### src/rtl/owtr_pkg.sv
package owtr_pkg;

  localparam int TIMER_BITS = 20;
  localparam int CFG_INDEX_BITS = 3;
  localparam int CFG_DATA_BITS = 20;
  localparam int TIME_BITS = 10;
  localparam int NUM_REGS = 8;

  typedef enum logic [CFG_INDEX_BITS-1:0] {
    REG_RESET_LOW      = 3'd0,
    REG_PRESENCE_WAIT  = 3'd1,
    REG_RESET_TAIL     = 3'd2,
    REG_SLOT           = 3'd3,
    REG_ZERO_LOW       = 3'd4,
    REG_SHORT_LOW      = 3'd5,
    REG_READ_SAMPLE    = 3'd6,
    REG_CONV_WAIT      = 3'd7
  } reg_index_t;

  typedef enum logic [1:0] {
    OP_RESET   = 2'd0,
    OP_WRITE   = 2'd1,
    OP_READ    = 2'd2,
    OP_ACQUIRE = 2'd3
  } opcode_t;

  typedef enum logic [1:0] {
    ACT_RESET = 2'd0,
    ACT_WRITE = 2'd1,
    ACT_READ  = 2'd2,
    ACT_WAIT  = 2'd3
  } action_t;

  typedef enum logic [2:0] {
    PH_IDLE     = 3'd0,
    PH_RST_LOW  = 3'd1,
    PH_RST_WAIT = 3'd2,
    PH_RST_TAIL = 3'd3,
    PH_SLOT_WR  = 3'd4,
    PH_SLOT_RD  = 3'd5,
    PH_CONV     = 3'd6
  } phase_t;

  localparam logic [7:0] ROM_SKIP      = 8'hCC;
  localparam logic [7:0] TEMP_CONVERT  = 8'h44;
  localparam logic [7:0] READ_SCRATCH  = 8'hBE;
  localparam logic [3:0] LAST_STEP     = 4'd8;
  localparam logic [3:0] LOW_BYTE_STEP = 4'd7;

  typedef struct packed {
    logic       tick;
    logic       cmd_valid;
    logic [1:0] opcode;
    logic [7:0] write_data;
    logic       line_level;
  } item_t;

  typedef struct packed {
    logic        drive_low;
    logic        busy_res;
    logic        done_res;
    logic        presence;
    logic [15:0] read_data;
  } result_t;

  typedef struct packed {
    phase_t                  phase;
    logic [TIMER_BITS-1:0]   time_count;
    logic [2:0]              bit_index;
    logic [3:0]              sequence_step;
    logic [7:0]              shift_byte;
    logic [15:0]             result_word;
    logic                    presence_flag;
    logic [1:0]              held_opcode;
  } state_t;

  typedef struct packed {
    logic                      we;
    logic [CFG_INDEX_BITS-1:0] index;
    logic [CFG_DATA_BITS-1:0]  data;
  } cfg_write_t;

  function automatic logic [CFG_DATA_BITS-1:0] reg_init(input logic [CFG_INDEX_BITS-1:0] idx);
    logic [CFG_DATA_BITS-1:0] v;
    case (idx)
      REG_RESET_LOW:     v = 20'd480;
      REG_PRESENCE_WAIT: v = 20'd70;
      REG_RESET_TAIL:    v = 20'd410;
      REG_SLOT:          v = 20'd70;
      REG_ZERO_LOW:      v = 20'd60;
      REG_SHORT_LOW:     v = 20'd6;
      REG_READ_SAMPLE:   v = 20'd15;
      default:           v = 20'd10000;
    endcase
    return v;
  endfunction

  function automatic logic [CFG_DATA_BITS-1:0] reg_mask(input logic [CFG_INDEX_BITS-1:0] idx);
    logic [CFG_DATA_BITS-1:0] v;
    case (idx)
      REG_CONV_WAIT: v = {CFG_DATA_BITS{1'b1}};
      default:       v = CFG_DATA_BITS'({TIME_BITS{1'b1}});
    endcase
    return v;
  endfunction

  // acquisition sequence, steps past the end act as the last read
  function automatic action_t seq_act(input logic [3:0] step);
    action_t a;
    case (step)
      4'd0:    a = ACT_RESET;
      4'd1:    a = ACT_WRITE;
      4'd2:    a = ACT_WRITE;
      4'd3:    a = ACT_WAIT;
      4'd4:    a = ACT_RESET;
      4'd5:    a = ACT_WRITE;
      4'd6:    a = ACT_WRITE;
      default: a = ACT_READ;
    endcase
    return a;
  endfunction

  function automatic logic [7:0] seq_byte(input logic [3:0] step);
    logic [7:0] b;
    case (step)
      4'd1:    b = ROM_SKIP;
      4'd2:    b = TEMP_CONVERT;
      4'd5:    b = ROM_SKIP;
      4'd6:    b = READ_SCRATCH;
      default: b = 8'h00;
    endcase
    return b;
  endfunction

endpackage

### src/rtl/owtr_ifs.sv
interface owtr_in_if;
  logic       valid;
  logic       ready;
  logic       tick;
  logic       cmd_valid;
  logic [1:0] opcode;
  logic [7:0] write_data;
  logic       line_level;

  modport source (output valid, tick, cmd_valid, opcode, write_data, line_level,
                  input ready);
  modport sink (input valid, tick, cmd_valid, opcode, write_data, line_level,
                output ready);
endinterface

interface owtr_out_if;
  logic        valid;
  logic        ready;
  logic        drive_low;
  logic        busy_res;
  logic        done_res;
  logic        presence;
  logic [15:0] read_data;

  modport source (output valid, drive_low, busy_res, done_res, presence, read_data,
                  input ready);
  modport sink (input valid, drive_low, busy_res, done_res, presence, read_data,
                output ready);
endinterface

interface owtr_cfg_if;
  logic                                valid;
  logic                                ready;
  logic [owtr_pkg::CFG_INDEX_BITS-1:0] index;
  logic [owtr_pkg::CFG_DATA_BITS-1:0]  data;

  modport source (output valid, index, data, input ready);
  modport sink (input valid, index, data, output ready);
endinterface

### src/rtl/owtr_core.sv
module owtr_core (
  input  logic                 clk,
  input  logic                 rst,
  input  logic                 accept,
  input  owtr_pkg::item_t      item,
  input  owtr_pkg::cfg_write_t cfg_wr,
  output owtr_pkg::result_t    result
);

  localparam logic [owtr_pkg::TIMER_BITS-1:0] TMAX = {owtr_pkg::TIMER_BITS{1'b1}};

  logic [owtr_pkg::CFG_DATA_BITS-1:0] regs [owtr_pkg::NUM_REGS];
  owtr_pkg::state_t state;
  owtr_pkg::state_t state_next;

  // timing registers
  always_ff @(posedge clk) begin
    if (rst) begin
      for (int i = 0; i < owtr_pkg::NUM_REGS; i++) begin
        regs[i] <= owtr_pkg::reg_init(owtr_pkg::CFG_INDEX_BITS'(i));
      end
    end else if (cfg_wr.we) begin
      regs[cfg_wr.index] <= cfg_wr.data & owtr_pkg::reg_mask(cfg_wr.index);
    end
  end

  function automatic owtr_pkg::state_t start_step(input owtr_pkg::state_t s,
                                                  input logic [7:0] wd);
    owtr_pkg::state_t r;
    owtr_pkg::action_t act;
    logic [7:0] byte_val;
    r = s;
    case (s.held_opcode)
      owtr_pkg::OP_RESET: begin
        act = owtr_pkg::ACT_RESET;
        byte_val = 8'h00;
      end
      owtr_pkg::OP_WRITE: begin
        act = owtr_pkg::ACT_WRITE;
        byte_val = wd;
      end
      owtr_pkg::OP_READ: begin
        act = owtr_pkg::ACT_READ;
        byte_val = 8'h00;
      end
      default: begin
        act = owtr_pkg::seq_act(s.sequence_step);
        byte_val = owtr_pkg::seq_byte(s.sequence_step);
      end
    endcase
    r.time_count = '0;
    r.bit_index = 3'd0;
    case (act)
      owtr_pkg::ACT_RESET: r.phase = owtr_pkg::PH_RST_LOW;
      owtr_pkg::ACT_WRITE: begin
        r.phase = owtr_pkg::PH_SLOT_WR;
        r.shift_byte = byte_val;
      end
      owtr_pkg::ACT_READ: begin
        r.phase = owtr_pkg::PH_SLOT_RD;
        r.shift_byte = 8'h00;
      end
      default: r.phase = owtr_pkg::PH_CONV;
    endcase
    return r;
  endfunction

  logic [owtr_pkg::TIMER_BITS-1:0] n;
  logic [owtr_pkg::TIMER_BITS-1:0] lim;
  logic [owtr_pkg::TIMER_BITS-1:0] rs;
  logic [owtr_pkg::TIMER_BITS-1:0] low_time;
  logic sat;
  logic done;
  logic drive;

  always_comb begin
    state_next = state;
    done = 1'b0;
    n = '0;
    lim = '0;
    rs = '0;
    sat = 1'b0;

    if (state_next.phase == owtr_pkg::PH_IDLE && item.cmd_valid) begin
      state_next.held_opcode = item.opcode;
      state_next.sequence_step = 4'd0;
      state_next = start_step(state_next, item.write_data);
    end

    if (item.tick && state_next.phase != owtr_pkg::PH_IDLE) begin
      n = (state_next.time_count != TMAX) ? state_next.time_count + 1'b1 : TMAX;
      sat = (n == TMAX);
      case (state_next.phase)
        owtr_pkg::PH_RST_LOW:  lim = owtr_pkg::TIMER_BITS'(regs[owtr_pkg::REG_RESET_LOW]);
        owtr_pkg::PH_RST_WAIT: lim = owtr_pkg::TIMER_BITS'(regs[owtr_pkg::REG_PRESENCE_WAIT]);
        owtr_pkg::PH_RST_TAIL: lim = owtr_pkg::TIMER_BITS'(regs[owtr_pkg::REG_RESET_TAIL]);
        owtr_pkg::PH_CONV:     lim = owtr_pkg::TIMER_BITS'(regs[owtr_pkg::REG_CONV_WAIT]);
        default: begin
          lim = owtr_pkg::TIMER_BITS'(regs[owtr_pkg::REG_SLOT]);
          if (lim == '0) begin
            lim = owtr_pkg::TIMER_BITS'(1);
          end
        end
      endcase

      if (state_next.phase == owtr_pkg::PH_SLOT_RD) begin
        rs = owtr_pkg::TIMER_BITS'(regs[owtr_pkg::REG_READ_SAMPLE]);
        if (rs == '0 || rs > lim) begin
          rs = lim;
        end
        if (n == rs || (sat && n < rs)) begin
          state_next.shift_byte[state_next.bit_index] =
            state_next.shift_byte[state_next.bit_index] | item.line_level;
        end
      end

      if (n >= lim || sat) begin
        case (state_next.phase)
          owtr_pkg::PH_RST_LOW: begin
            state_next.phase = owtr_pkg::PH_RST_WAIT;
            state_next.time_count = '0;
          end
          owtr_pkg::PH_RST_WAIT: begin
            state_next.presence_flag = ~item.line_level;
            state_next.phase = owtr_pkg::PH_RST_TAIL;
            state_next.time_count = '0;
          end
          default: begin
            if (state_next.phase == owtr_pkg::PH_RST_TAIL ||
                state_next.phase == owtr_pkg::PH_CONV ||
                state_next.bit_index == 3'd7) begin
              // byte read finishes into the result word
              if (state_next.phase == owtr_pkg::PH_SLOT_RD) begin
                if (state_next.held_opcode == owtr_pkg::OP_READ ||
                    state_next.sequence_step == owtr_pkg::LOW_BYTE_STEP) begin
                  state_next.result_word = {8'h00, state_next.shift_byte};
                end else begin
                  state_next.result_word = {state_next.shift_byte,
                                            state_next.result_word[7:0]};
                end
              end
              if (state_next.held_opcode != owtr_pkg::OP_ACQUIRE ||
                  state_next.sequence_step >= owtr_pkg::LAST_STEP) begin
                state_next.phase = owtr_pkg::PH_IDLE;
                state_next.time_count = '0;
                state_next.sequence_step = 4'd0;
                done = 1'b1;
              end else begin
                state_next.sequence_step = state_next.sequence_step + 4'd1;
                state_next = start_step(state_next, 8'h00);
              end
            end else begin
              state_next.bit_index = state_next.bit_index + 3'd1;
              state_next.time_count = '0;
            end
          end
        endcase
      end else begin
        state_next.time_count = n;
      end
    end
  end

  always_comb begin
    low_time = owtr_pkg::TIMER_BITS'(regs[owtr_pkg::REG_SHORT_LOW]);
    if (state_next.phase == owtr_pkg::PH_SLOT_WR &&
        !state_next.shift_byte[state_next.bit_index]) begin
      low_time = owtr_pkg::TIMER_BITS'(regs[owtr_pkg::REG_ZERO_LOW]);
    end
    case (state_next.phase)
      owtr_pkg::PH_RST_LOW: drive = 1'b1;
      owtr_pkg::PH_SLOT_WR,
      owtr_pkg::PH_SLOT_RD: drive = state_next.time_count < low_time;
      default:              drive = 1'b0;
    endcase
  end

  assign result.drive_low = drive;
  assign result.busy_res  = state_next.phase != owtr_pkg::PH_IDLE;
  assign result.done_res  = done;
  assign result.presence  = state_next.presence_flag;
  assign result.read_data = state_next.result_word;

  always_ff @(posedge clk) begin
    if (rst) begin
      state.phase         <= owtr_pkg::PH_IDLE;
      state.time_count    <= '0;
      state.bit_index     <= 3'd0;
      state.sequence_step <= 4'd0;
      state.shift_byte    <= 8'h00;
      state.result_word   <= 16'h0000;
      state.presence_flag <= 1'b0;
      state.held_opcode   <= 2'd0;
    end else if (accept) begin
      state <= state_next;
    end
  end

endmodule

### src/rtl/onewire_master_temp_reader.sv
// channel  modport  transaction
// req      sink     tick, cmd_valid, opcode, write_data, line_level
// rsp      source   drive_low, busy_res, done_res, presence, read_data
// cfg      sink     index, data (timing register write, always ready)
//
// the bus state advances in one pass and the result is
// registered at the accepting edge, offered on rsp from the next cycle
// a new item is taken every cycle while the output register is empty or drained
// rst is synchronous and restores idle state and default timing registers
// stalls on rsp hold req off; nothing is dropped or repeated
module onewire_master_temp_reader (
  input  logic       clk,
  input  logic       rst,
  owtr_in_if.sink    req,
  owtr_out_if.source rsp,
  owtr_cfg_if.sink   cfg
);

  logic                 accept;
  owtr_pkg::item_t      item;
  owtr_pkg::cfg_write_t cfg_wr;
  owtr_pkg::result_t    result;
  owtr_pkg::result_t    result_q;
  logic                 out_valid;

  assign req.ready = !out_valid || rsp.ready;
  assign accept    = req.valid && req.ready;
  assign cfg.ready = 1'b1;

  assign item.tick       = req.tick;
  assign item.cmd_valid  = req.cmd_valid;
  assign item.opcode     = req.opcode;
  assign item.write_data = req.write_data;
  assign item.line_level = req.line_level;

  assign cfg_wr.we    = cfg.valid;
  assign cfg_wr.index = cfg.index;
  assign cfg_wr.data  = cfg.data;

  owtr_core u_core (
    .clk    (clk),
    .rst    (rst),
    .accept (accept),
    .item   (item),
    .cfg_wr (cfg_wr),
    .result (result)
  );

  always_ff @(posedge clk) begin
    if (rst) begin
      out_valid <= 1'b0;
    end else if (accept) begin
      out_valid <= 1'b1;
    end else if (rsp.ready) begin
      out_valid <= 1'b0;
    end
  end

  always_ff @(posedge clk) begin
    if (accept) begin
      result_q <= result;
    end
  end

  assign rsp.valid     = out_valid;
  assign rsp.drive_low = result_q.drive_low;
  assign rsp.busy_res  = result_q.busy_res;
  assign rsp.done_res  = result_q.done_res;
  assign rsp.presence  = result_q.presence;
  assign rsp.read_data = result_q.read_data;

endmodule

### src/flat_wrapper.sv
// flat-port wrapper written by rule: the top's interface ports become plain ports
module onewire_master_temp_reader_flat 
  (clk, rst, req_valid, req_tick, req_cmd_valid, req_opcode, req_write_data, req_line_level, req_ready, rsp_valid, rsp_drive_low, rsp_busy_res, rsp_done_res, rsp_presence, rsp_read_data, rsp_ready, cfg_valid, cfg_index, cfg_data, cfg_ready);
  owtr_in_if req_i ();
  owtr_out_if rsp_i ();
  owtr_cfg_if cfg_i ();
  input  logic clk;
  input  logic rst;
  input wire logic [$bits(req_i.valid)-1:0] req_valid;
  input wire logic [$bits(req_i.tick)-1:0] req_tick;
  input wire logic [$bits(req_i.cmd_valid)-1:0] req_cmd_valid;
  input wire logic [$bits(req_i.opcode)-1:0] req_opcode;
  input wire logic [$bits(req_i.write_data)-1:0] req_write_data;
  input wire logic [$bits(req_i.line_level)-1:0] req_line_level;
  output wire logic [$bits(req_i.ready)-1:0] req_ready;
  output wire logic [$bits(rsp_i.valid)-1:0] rsp_valid;
  output wire logic [$bits(rsp_i.drive_low)-1:0] rsp_drive_low;
  output wire logic [$bits(rsp_i.busy_res)-1:0] rsp_busy_res;
  output wire logic [$bits(rsp_i.done_res)-1:0] rsp_done_res;
  output wire logic [$bits(rsp_i.presence)-1:0] rsp_presence;
  output wire logic [$bits(rsp_i.read_data)-1:0] rsp_read_data;
  input wire logic [$bits(rsp_i.ready)-1:0] rsp_ready;
  input wire logic [$bits(cfg_i.valid)-1:0] cfg_valid;
  input wire logic [$bits(cfg_i.index)-1:0] cfg_index;
  input wire logic [$bits(cfg_i.data)-1:0] cfg_data;
  output wire logic [$bits(cfg_i.ready)-1:0] cfg_ready;
  assign req_i.valid = req_valid;
  assign req_i.tick = req_tick;
  assign req_i.cmd_valid = req_cmd_valid;
  assign req_i.opcode = req_opcode;
  assign req_i.write_data = req_write_data;
  assign req_i.line_level = req_line_level;
  assign req_ready = req_i.ready;
  assign rsp_valid = rsp_i.valid;
  assign rsp_drive_low = rsp_i.drive_low;
  assign rsp_busy_res = rsp_i.busy_res;
  assign rsp_done_res = rsp_i.done_res;
  assign rsp_presence = rsp_i.presence;
  assign rsp_read_data = rsp_i.read_data;
  assign rsp_i.ready = rsp_ready;
  assign cfg_i.valid = cfg_valid;
  assign cfg_i.index = cfg_index;
  assign cfg_i.data = cfg_data;
  assign cfg_ready = cfg_i.ready;
  onewire_master_temp_reader u_core (.clk(clk), .rst(rst), .req(req_i), .rsp(rsp_i), .cfg(cfg_i));
endmodule
### config.mk
export PLATFORM = sky130hd
export DESIGN_NAME = onewire_master_temp_reader_flat
export DESIGN_NICKNAME = d
export VERILOG_FILES = /design/src/rtl/owtr_pkg.sv /design/src/rtl/owtr_ifs.sv /design/src/rtl/owtr_core.sv /design/src/rtl/onewire_master_temp_reader.sv /design/src/flat_wrapper.sv
export SDC_FILE = /design/constraint.sdc
export NUM_CORES = 1
export LEC_CHECK = 0
export BUFFER_PORTS_ARGS = -buffer_cell sky130_fd_sc_hd__buf_2
export CAP_MARGIN = 5
export CORE_ASPECT_RATIO = 1.1
export CORE_MARGIN = 10
export CORE_UTILIZATION = 45
export CTS_BUF_LIST = sky130_fd_sc_hd__clkbuf_16
export DETAILED_ROUTE_END_ITERATION = 6
export PLACE_DENSITY = 0.66
export RECOVER_POWER = 25
export SYNTH_ARGS = -nofsm -noshare
export SYNTH_HDL_FRONTEND = slang
export SYNTH_SLANG_ARGS = --single-unit
export TNS_END_PERCENT = 1
### constraint.sdc
create_clock -name clk -period 16.2 [get_ports clk]
set_input_delay 0 -clock clk [delete_from_list [all_inputs] [get_ports clk]]
set_output_delay 0 -clock clk [all_outputs]
set_load 0.005 [all_outputs]
Yosys cells after proc, flatten, opt, wreduce, memory -nomap -nowiden. Memory sizes are Yosys's and may differ from the RTL's. Cells that the tools add are included.

Flip-flop bits (word level): 78. Memories kept: 1. Word-level logic and storage cells: 168. Input port bits: 41. Bits in writable memories: 160.

Memories: u_core.u_core.regs (words 8, width 20, read ports 8, clocked after memory_dff 0, wr ports 8, RTL line owtr_core.sv:12) `logic [owtr_pkg::CFG_DATA_BITS-1:0] regs [owtr_pkg::NUM_REGS];`.

Eq/ne operators: 29. Reduce and logical (&&, ||, !) cells: 34. Add/subtract/negate cells: 3. Bitwise gates (word level): 6. Multiplexer cells: 73. Magnitude comparators: 8.

Operators with widths (number): $mux 20 (19); $mux 57 (2); $pmux 20 s4 (1); $mux 31 (2); $mux 23 (2); $pmux 23 s2 (1); $logic_not 20->1 (2); $lt 20x20->1 (2); $mux 34 (1); $mux 16 (2); $mux 8 (4); $pmux 8 s2 (2); $mux 27 (1); $pmux 8 s3 (1); $add 20x1->20 const B (1); $and 20x20->20 (1); $eq 20x20->1 (1); $eq 20x20->1 const B (1); $ge 20x20->1 (1); $gt 20x20->1 (1); $ne 20x20->1 const B (1); $reduce_or 20->1 (1); $eq 3x3->1 const B (6); $pmux 3 s3 (2); other kinds (37) (95).

Logic depth before layout (Yosys ltp). Gate-level depths: netlist (run 1).

Depth after elaboration: 33. Mapped depth: 52.

Hierarchy. Synthesis (run 1) repeated with hierarchy kept, for this count alone.

Cell total of the unflattened synthesis: 1374. Area, all modules: 14109.8 um^2.

By module, submodules not included: owtr_core (area an instance 13442.9 um^2, cells each 1347, times used 1); onewire_master_temp_reader (area an instance 666.9 um^2, cells each 27, times used 1).

Worst setup path before layout (run 1). Ideal clock, no wire load.

Kind: register to register. Start point: register u_core.u_core.state[54] (netlist bit). End point: register u_core.result_q (netlist bit u_core.rsp.drive_low), data pin. Path buffers: 7. Clock period less this slack: 9.942 ns. Slack: 6.258 ns. Cell stages (with the launch flop): 52. Arrival time: 9.784 ns. Library setup time: 0.158 ns. Cells stage by stage: dfxtp_1 or2_1 clkbuf_1 or3_1 a21oi_1 clkbuf_1 clkbuf_1 nand2_1 nand3_1 o21ai_0 ha_1 a21o_1 maj3_1 a21o_1 a21oi_1 o21ai_0 a21oi_1 nor2_1 [16 not listed] or2_1 buf_4 buf_12 mux2i_1 ha_1 a21o_1 a21o_1 a21o_1 a21o_1 a21oi_1 nor2b_1 o21ai_0 nand2b_1 a21oi_1 nand2_1 nor2_1 nand3_1 o211ai_1.

RTL lines: start: declaration (RTL line owtr_core.sv:13) `owtr_pkg::state_t state;`; start signal: assignment (RTL line owtr_core.sv:195) `state <= state_next;`; end signal: assignment (RTL line onewire_master_temp_reader.sv:61) `result_q <= result;`; end: declaration (RTL line onewire_master_temp_reader.sv:23) `owtr_pkg::result_t result_q;`.

==> results of run 1 <==
[power by group]
group	total, mW	internal (mW)	switching [mW]
logic	0.301	0.114	0.188
clock network	0.552	0.303	0.249
registers	0.721	0.697	0.0241
total	1.57	1.11	0.461
[logic make-up after synthesis]
| kind of cell | Yosys count | share of synthesized area, % |
|---|---|---|
| AND/OR/NAND/NOR | 550 | 20.3 |
| AO/OA/AOI/OAI | 328 | 16.3 |
| flip-flops | 238 | 47.7 |
| buffers and inverters | 99 | 3.12 |
| adder cells (fa/ha/maj) | 92 | 8.35 |
| multiplexers | 43 | 3.23 |
| XOR/XNOR | 15 | 0.955 |
| other | 2 | 0.0546 |
[synth_stat cells, types with 7 or more instances]
cell type | number | area share, %
o21ai_0 | 58 | 2.1
xnor2_1 | 7 | 0.45
a21o_1 | 28 | 1.5
a22oi_1 | 10 | 0.55
or3_1 | 31 | 1.4
o31ai_1 | 12 | 0.65
o21ai_1 | 7 | 0.25
mux2_2 | 11 | 0.90
nor2b_1 | 8 | 0.36
a22o_1 | 20 | 1.3
nand2b_1 | 21 | 0.95
xor2_1 | 8 | 0.51
or2_2 | 9 | 0.41
a21oi_1 | 85 | 3.1
buf_2 | 11 | 0.40
nor4_1 | 23 | 1.0
nor2_1 | 118 | 3.2
a222oi_1 | 11 | 0.80
nand3_1 | 37 | 1.3
clkbuf_1 | 53 | 1.4
nand2_1 | 143 | 3.9
a31oi_1 | 7 | 0.32
ha_1 | 91 | 8.3
nor3_1 | 32 | 1.2
nand4_1 | 19 | 0.86
a221o_1 | 9 | 0.65
edfxtp_1 | 180 | 39
dfxtp_1 | 58 | 8.4
and3_1 | 10 | 0.45
a211oi_1 | 23 | 1.3
and2_1 | 67 | 3.0
mux2i_1 | 32 | 2.3
inv_1 | 26 | 0.71
o211ai_1 | 12 | 0.65
[metal layers]
| metal | global-route usage [%] | part of all wire (%) | vias to the layer above |
|---|---|---|---|
| met5 | 0 | 0 | - |
| met4 | 7.35 | 3.5 | 0 |
| li1 | - | - | 5352 |
| met1 | 23.5 | 42 | 5166 |
| met2 | 33.7 | 49 | 363 |
| met3 | 2.96 | 5.4 | 96 |
[critical path, delay by kind of cell (launching register included)]
kind | cells | cell delay [ns]
buffers and inverters | 3 | 0.91
muxes | 2 | 0.64
and+or+nand+nor | 10 | 1.64
AOI/OAI and AO/OA | 27 | 6.03
adders and majority gates | 3 | 0.84
DFF | 1 | 0.67
[area by class of cell]
class,instances,area (um^2)
clock buffer,27,676
clock inverter,23,118
fill,2799,14600
inverter,27,101
multi-input combinational,1099,7050
sequential,238,6570
tap,414,518
timing repair buffer,108,684
[stage by stage]
step | util, % | area (um^2) | hold slack (ns) | total power, mW
detailed placement | 48.4 | 14700 | 0.265 | 1.03
global placement | 48.4 | 14700 | 0.257 | 1.02
finish | 51.8 | 15700 | 0.0514 | 1.57
floorplan | - | 14000 | 0.125 | 0.935
CTS | 51.9 | 15700 | 0.0358 | 1.59
global route | 51.8 | 15700 | 0.0888 | 1.65
[registers in the layout, summed over array words and instances, names as in the netlist]
| register | cells |
|---|---|
| u_core.rsp.valid | 1 |
| u_core.u_core.state | 57 |
| u_core.rsp.busy_res | 1 |
| u_core.u_core.regs | 160 |
| u_core.rsp.drive_low | 1 |
| u_core.rsp.read_data | 16 |
| u_core.rsp.done_res | 1 |
| u_core.rsp.presence | 1 |
[path summary, 6_finish.rpt]
check	endpoint	slack, ns
max	u_core.rsp.drive_low$_DFFE_PP_	5.25
min reg2reg	u_core.u_core.state[3]$_SDFFE_PP0P_	0.45
max reg2reg	u_core.rsp.drive_low$_DFFE_PP_	5.25
min	u_core.u_core.regs[3][2]$_SDFFCE_PN1P_	0.05
[what timing repair did]
action | 4_1_cts | 5_1_grt
hold buffers | 26 | 0
gates resized for setup | 0 | 0
hold endpoints to repair | 93 | 0
==> results.json, run 1 <==
{
  "status": "finished with violations",
  "drv_cap": 1,
  "synth_cells": 1367,
  "end_kind": "flip-flop",
  "cts_tree": "built",
  "numClockSinks": 238,
  "pre_cts_slack_ns": 5.49,
  "drt_first_pass_iters": 6,
  "worstHoldStart": "cfg_index[2]",
  "crit_start": "u_core.u_core.state[56]$_SDFFE_PP0P_",
  "hpwlAfterDp_um": 27400,
  "die_y_um": 203,
  "clockBufferDepth": 3,
  "hold_path_depth": 3,
  "drc": 0,
  "critPathMaxStageDelay_ns": 0.67,
  "fmax_mhz": 91.4,
  "grt_use_total_pct": 19.3,
  "numCtsBuffers": 27,
  "cts_setup_buffers": 0,
  "io_pins": 64,
  "r2r.worst_path.cells": 45,
  "critPathLaunchType": "flip-flop",
  "drive_gt1_share_pct": 8.80,
  "peakVddDrop_mv": 0.0754,
  "period_share_pct": 67.6,
  "hold_class": "in -> reg",
  "cp.arrival_ns": 11.33,
  "die_area_um2": 38000,
  "required_ns": 16.58,
  "first_global_vias": 10785,
  "start_util_pct": 45.3,
  "finClkSkew_ns": 0.0155,
  "drv_slew": 69,
  "dp.cells": 1860,
  "core_um2": 30300,
  "crit_top_cell": "a21o_1",
  "max_slew_margin_pct": -139,
  "final_cell_mix": "edfxtp_1 (180), nand2_1 (142), nor2_1 (118), ha_1 (91), a21oi_1 (85)",
  "synth_seq_cells": 238,
  "synth.distinct_cells": 85,
  "path_clk_slew_ns": 0.06,
  "violations": "capacitance limit, slew limit",
  "syn_to_final_growth_pct": 14.2,
  "rsz0062_at_grt": "false",
  "drt_iter0_drc": 822,
  "power_density_nw_per_um2": 100,
  "rows": 67,
  "final_antenna_net_count": 0,
  "portBuffers": 62,
  "critPathKind": "reg -> reg",
  "fin_setup_tns_ns": 0,
  "antenna_found_initial": 0,
  "htree_levels": 1,
  "finalSetupViolations": 0,
  "synth_edf_count": 180,
  "wl_per_cell_um": 19.5,
  "yosys_warnings": 0,
  "leakagePower_nw": 6.08,
  "grt_overflow_total": 0,
  "worst_pin_slew_ns": 3.58,
  "final_cells": 1936,
  "final_common_cell": "edfxtp_1",
  "vias": 10977,
  "async_flop_share_pct": 0,
  "clock_latency_ns": 0.56,
  "ys_seq_area_share_pct": 47.7,
  "hold_viol_final": 0,
  "final.min_clock_period_ns": 10.95,
  "antenna_cells": 0,
  "clockRootBuffer": "clkbuf_16",
  "crit_path_max_fanout": 31,
  "wl_um": 37700,
  "timing.rr.start": "u_core.u_core.state[56]$_SDFFE_PP0P_",
  "grt_start_max_net_pins": 79,
  "viasPerCell": 5.67,
  "grt_pass1_wl_um": 59700,
  "ys.flop_type": "edfxtp_1",
  "nNetsFinal": 1633,
  "place.gp.congestion": 0.909,
  "setup_ws_ns": 5.25,
  "cp_slowest_cell": "dfxtp_1",
  "synth_area_um2": 13800,
  "die_w_um": 187,
  "syn_avg_cell_area_um2": 10.1
}
(Power assumes the default switching activity.)
==> inputs of run 2 (changes only) <==
Clock period 16.2 ns to 10.1 ns, I/O delays scaled along.
==> run 2 against run 1 <==
  * The flow still finishes with violations (capacitance limit, slew limit)
  * Worst hold slack improved by 0.012 ns
  * Combinational power increased by 74%
  * Setup slack worse by 4.6 ns
  * Die area unchanged
  * Cell area up 2.5%
  * Highest routed layer unchanged
==> results.json, run 2 (same netlist as run 1, synthesis figures left out) <==
{
  "hold_class": "in -> reg",
  "drv_cap": 2,
  "power.switching_mw": 0.749,
  "io_pins": 64,
  "final.min_clock_period_ns": 9.47,
  "end_kind": "flip-flop",
  "drc": 0,
  "finClkSkew_ns": 0.0305,
  "hold_path_depth": 3,
  "critPathLaunchType": "flip-flop",
  "vias": 11202,
  "period_share_pct": 93.8,
  "holdWs_ns": 0.0631,
  "fillers": 2747,
  "critPathMaxStageDelay_ns": 0.46,
  "start_util_pct": 45.3,
  "gr-usage-met3_pct": 2.49,
  "drv_slew": 124,
  "drive_gt1_share_pct": 11.5,
  "syn_to_final_growth_pct": 17.1,
  "required_ns": 10.47,
  "power_frac_comb_pct": 20.2,
  "die_w_um": 187,
  "wl_um": 38800,
  "wl_per_cell_um": 19.7,
  "numCtsBuffers": 26,
  "grt_use_met2_pct": 34.3,
  "status": "finished with violations",
  "final_common_cell": "edfxtp_1",
  "violations": "capacitance limit, slew limit",
  "die_area_um2": 38000,
  "cp.arrival_ns": 9.85,
  "r2r.worst_path.cells": 48,
  "drt_first_pass_iters": 7,
  "clockBufferDepth": 3,
  "largest_reg_flops": 160,
  "numClockSinks": 238,
  "cp_slowest_cell": "a2111o_1",
  "core_um2": 30300,
  "final_antenna_net_count": 0,
  "die_y_um": 203,
  "crit_top_cell": "a21o_1",
  "portBuffers": 62,
  "top_register": "u_core.u_core.regs",
  "finalSetupViolations": 0,
  "worst_pin_slew_ns": 3.60,
  "peakVddDrop_mv": 0.162,
  "p_seq_share_pct": 44.4,
  "first_global_vias": 10863,
  "grt_pass1_wl_um": 61100,
  "hold_viol_final": 0,
  "drt_iter0_drc": 885,
  "rows": 67,
  "max_slew_margin_pct": -140,
  "leakagePower_nw": 6.25,
  "grt_start_max_net_pins": 69,
  "gr-usage-met1_pct": 25.0,
  "htree_levels": 1,
  "critPathKind": "reg -> reg",
  "sw_frac_of_total_pct": 28.8,
  "grt-busiest-layer": "met2",
  "final_cell_mix": "edfxtp_1 (180), nand2_1 (142), nor2_1 (118), ha_1 (91), a21oi_1 (82)",
  "antenna_cells": 0,
  "grt_overflow_total": 0,
  "clock_latency_ns": 0.55,
  "p_clk_share_pct": 35.4,
  "antenna_found_initial": 0,
  "grt_use_total_pct": 19.6,
  "place.gp.congestion": 0.935,
  "hpwlAfterDp_um": 27800,
  "viasPerCell": 5.70,
  "path_clk_slew_ns": 0.06,
  "nNetsFinal": 1664,
  "final_cells": 1966,
  "clockRootBuffer": "clkbuf_16",
  "power_density_nw_per_um2": 161,
  "fmax_mhz": 106,
  "cts_tree": "built",
  "crit_path_max_fanout": 12,
  "dp.cells": 1879,
  "p_int_mw": 1.85
}
## run 2: changes by cell type in the layout (fill, tap and decap cells not counted), moves of 2 or more
cell       previous run  this run
a21oi_1              85        82
clkbuf_16            27        29
a2111oi_2             0         2
clkbuf_1             23        25
inv_1                37        31
inv_2                 2         4
a22oi_2               0         2
buf_12                0         2
and2_0               22        26
and2_1               45        41
buf_6                 0         3
buf_4                17        41
a21oi_2               1         3
a22oi_1              10         8
## run 2: critical path, delay by kind of cell (launching register included)
kind / cells / cell delay, ns
multiplexers: 2 / 0.56
AND/OR/NAND/NOR: 14 / 2.41
buffers and inverters: 5 / 0.88
AO/OA/AOI/OAI: 23 / 3.99
flip-flops: 1 / 0.31
adder cells (fa/ha/maj): 4 / 1.12
## run 2: metrics by stage
step	util, %	TNS (ns)	setup slack, ns	total power [mW]	cell area (um^2)
5_1_grt	53.1	-0.0230	-0.0230	2.72	16100
4_1_cts	52.6	0	0.261	2.59	16000
6_report	53.1	0	0.625	2.60	16100
3_5_place_dp	49.0	0	0.274	1.66	14900
2_1_floorplan	-	0	0.158	1.50	14000
3_3_place_gp	49.0	0	0.422	1.66	14900
## run 2: final timing paths
| kind | slack (ns) | endpoint | start |
|---|---|---|---|
| min reg2reg | 0.46 | u_core.u_core.state[6]$_SDFFE_PP0P_ | u_core.u_core.state[6]$_SDFFE_PP0P_ |
| min | 0.06 | u_core.u_core.regs[1][1]$_SDFFCE_PN1P_ | cfg_index[2] |
| max reg2reg | 0.63 | u_core.rsp.drive_low$_DFFE_PP_ | u_core.u_core.state[54]$_SDFFE_PP0P_ |
| max | 0.63 | u_core.rsp.drive_low$_DFFE_PP_ | u_core.u_core.state[54]$_SDFFE_PP0P_ |
## run 2: timing repair
action / CTS / global route
gates resized for setup: 0 / 19
endpoints found under the setup margin: 0 / 1
hold endpoints to repair: 93 / 0
setup buffers: 0 / 11
hold buffers: 26 / 0
## run 2: layout make-up
cell class              count  area (um^2)  share of cell area [%]
flip-flops and latches    238         6570                    40.8
inverters                  27          101                   0.629
clock buffers              28          701                    4.35
multi-input cells        1099         7130                    44.2
repair buffers            140          971                    6.03
clock inverters            20          128                   0.792
well taps                 414          518                    3.22
## run 2: power by group through the flow
stage	logic, mW	clock network (mW)	registers [mW]
6_report	0.525	0.919	1.15
5_1_grt	0.585	0.972	1.16
4_1_cts	0.502	0.933	1.15
3_5_place_dp	0.491	0	1.17
3_3_place_gp	0.483	0	1.17
2_1_floorplan	0.344	0	1.16
## run 2: metal layers
layer	routed length, um	part of all wire, %
met5	0	0
met4	1010	2.6
met1	16700	43
met3	2050	5.3
met2	19000	49
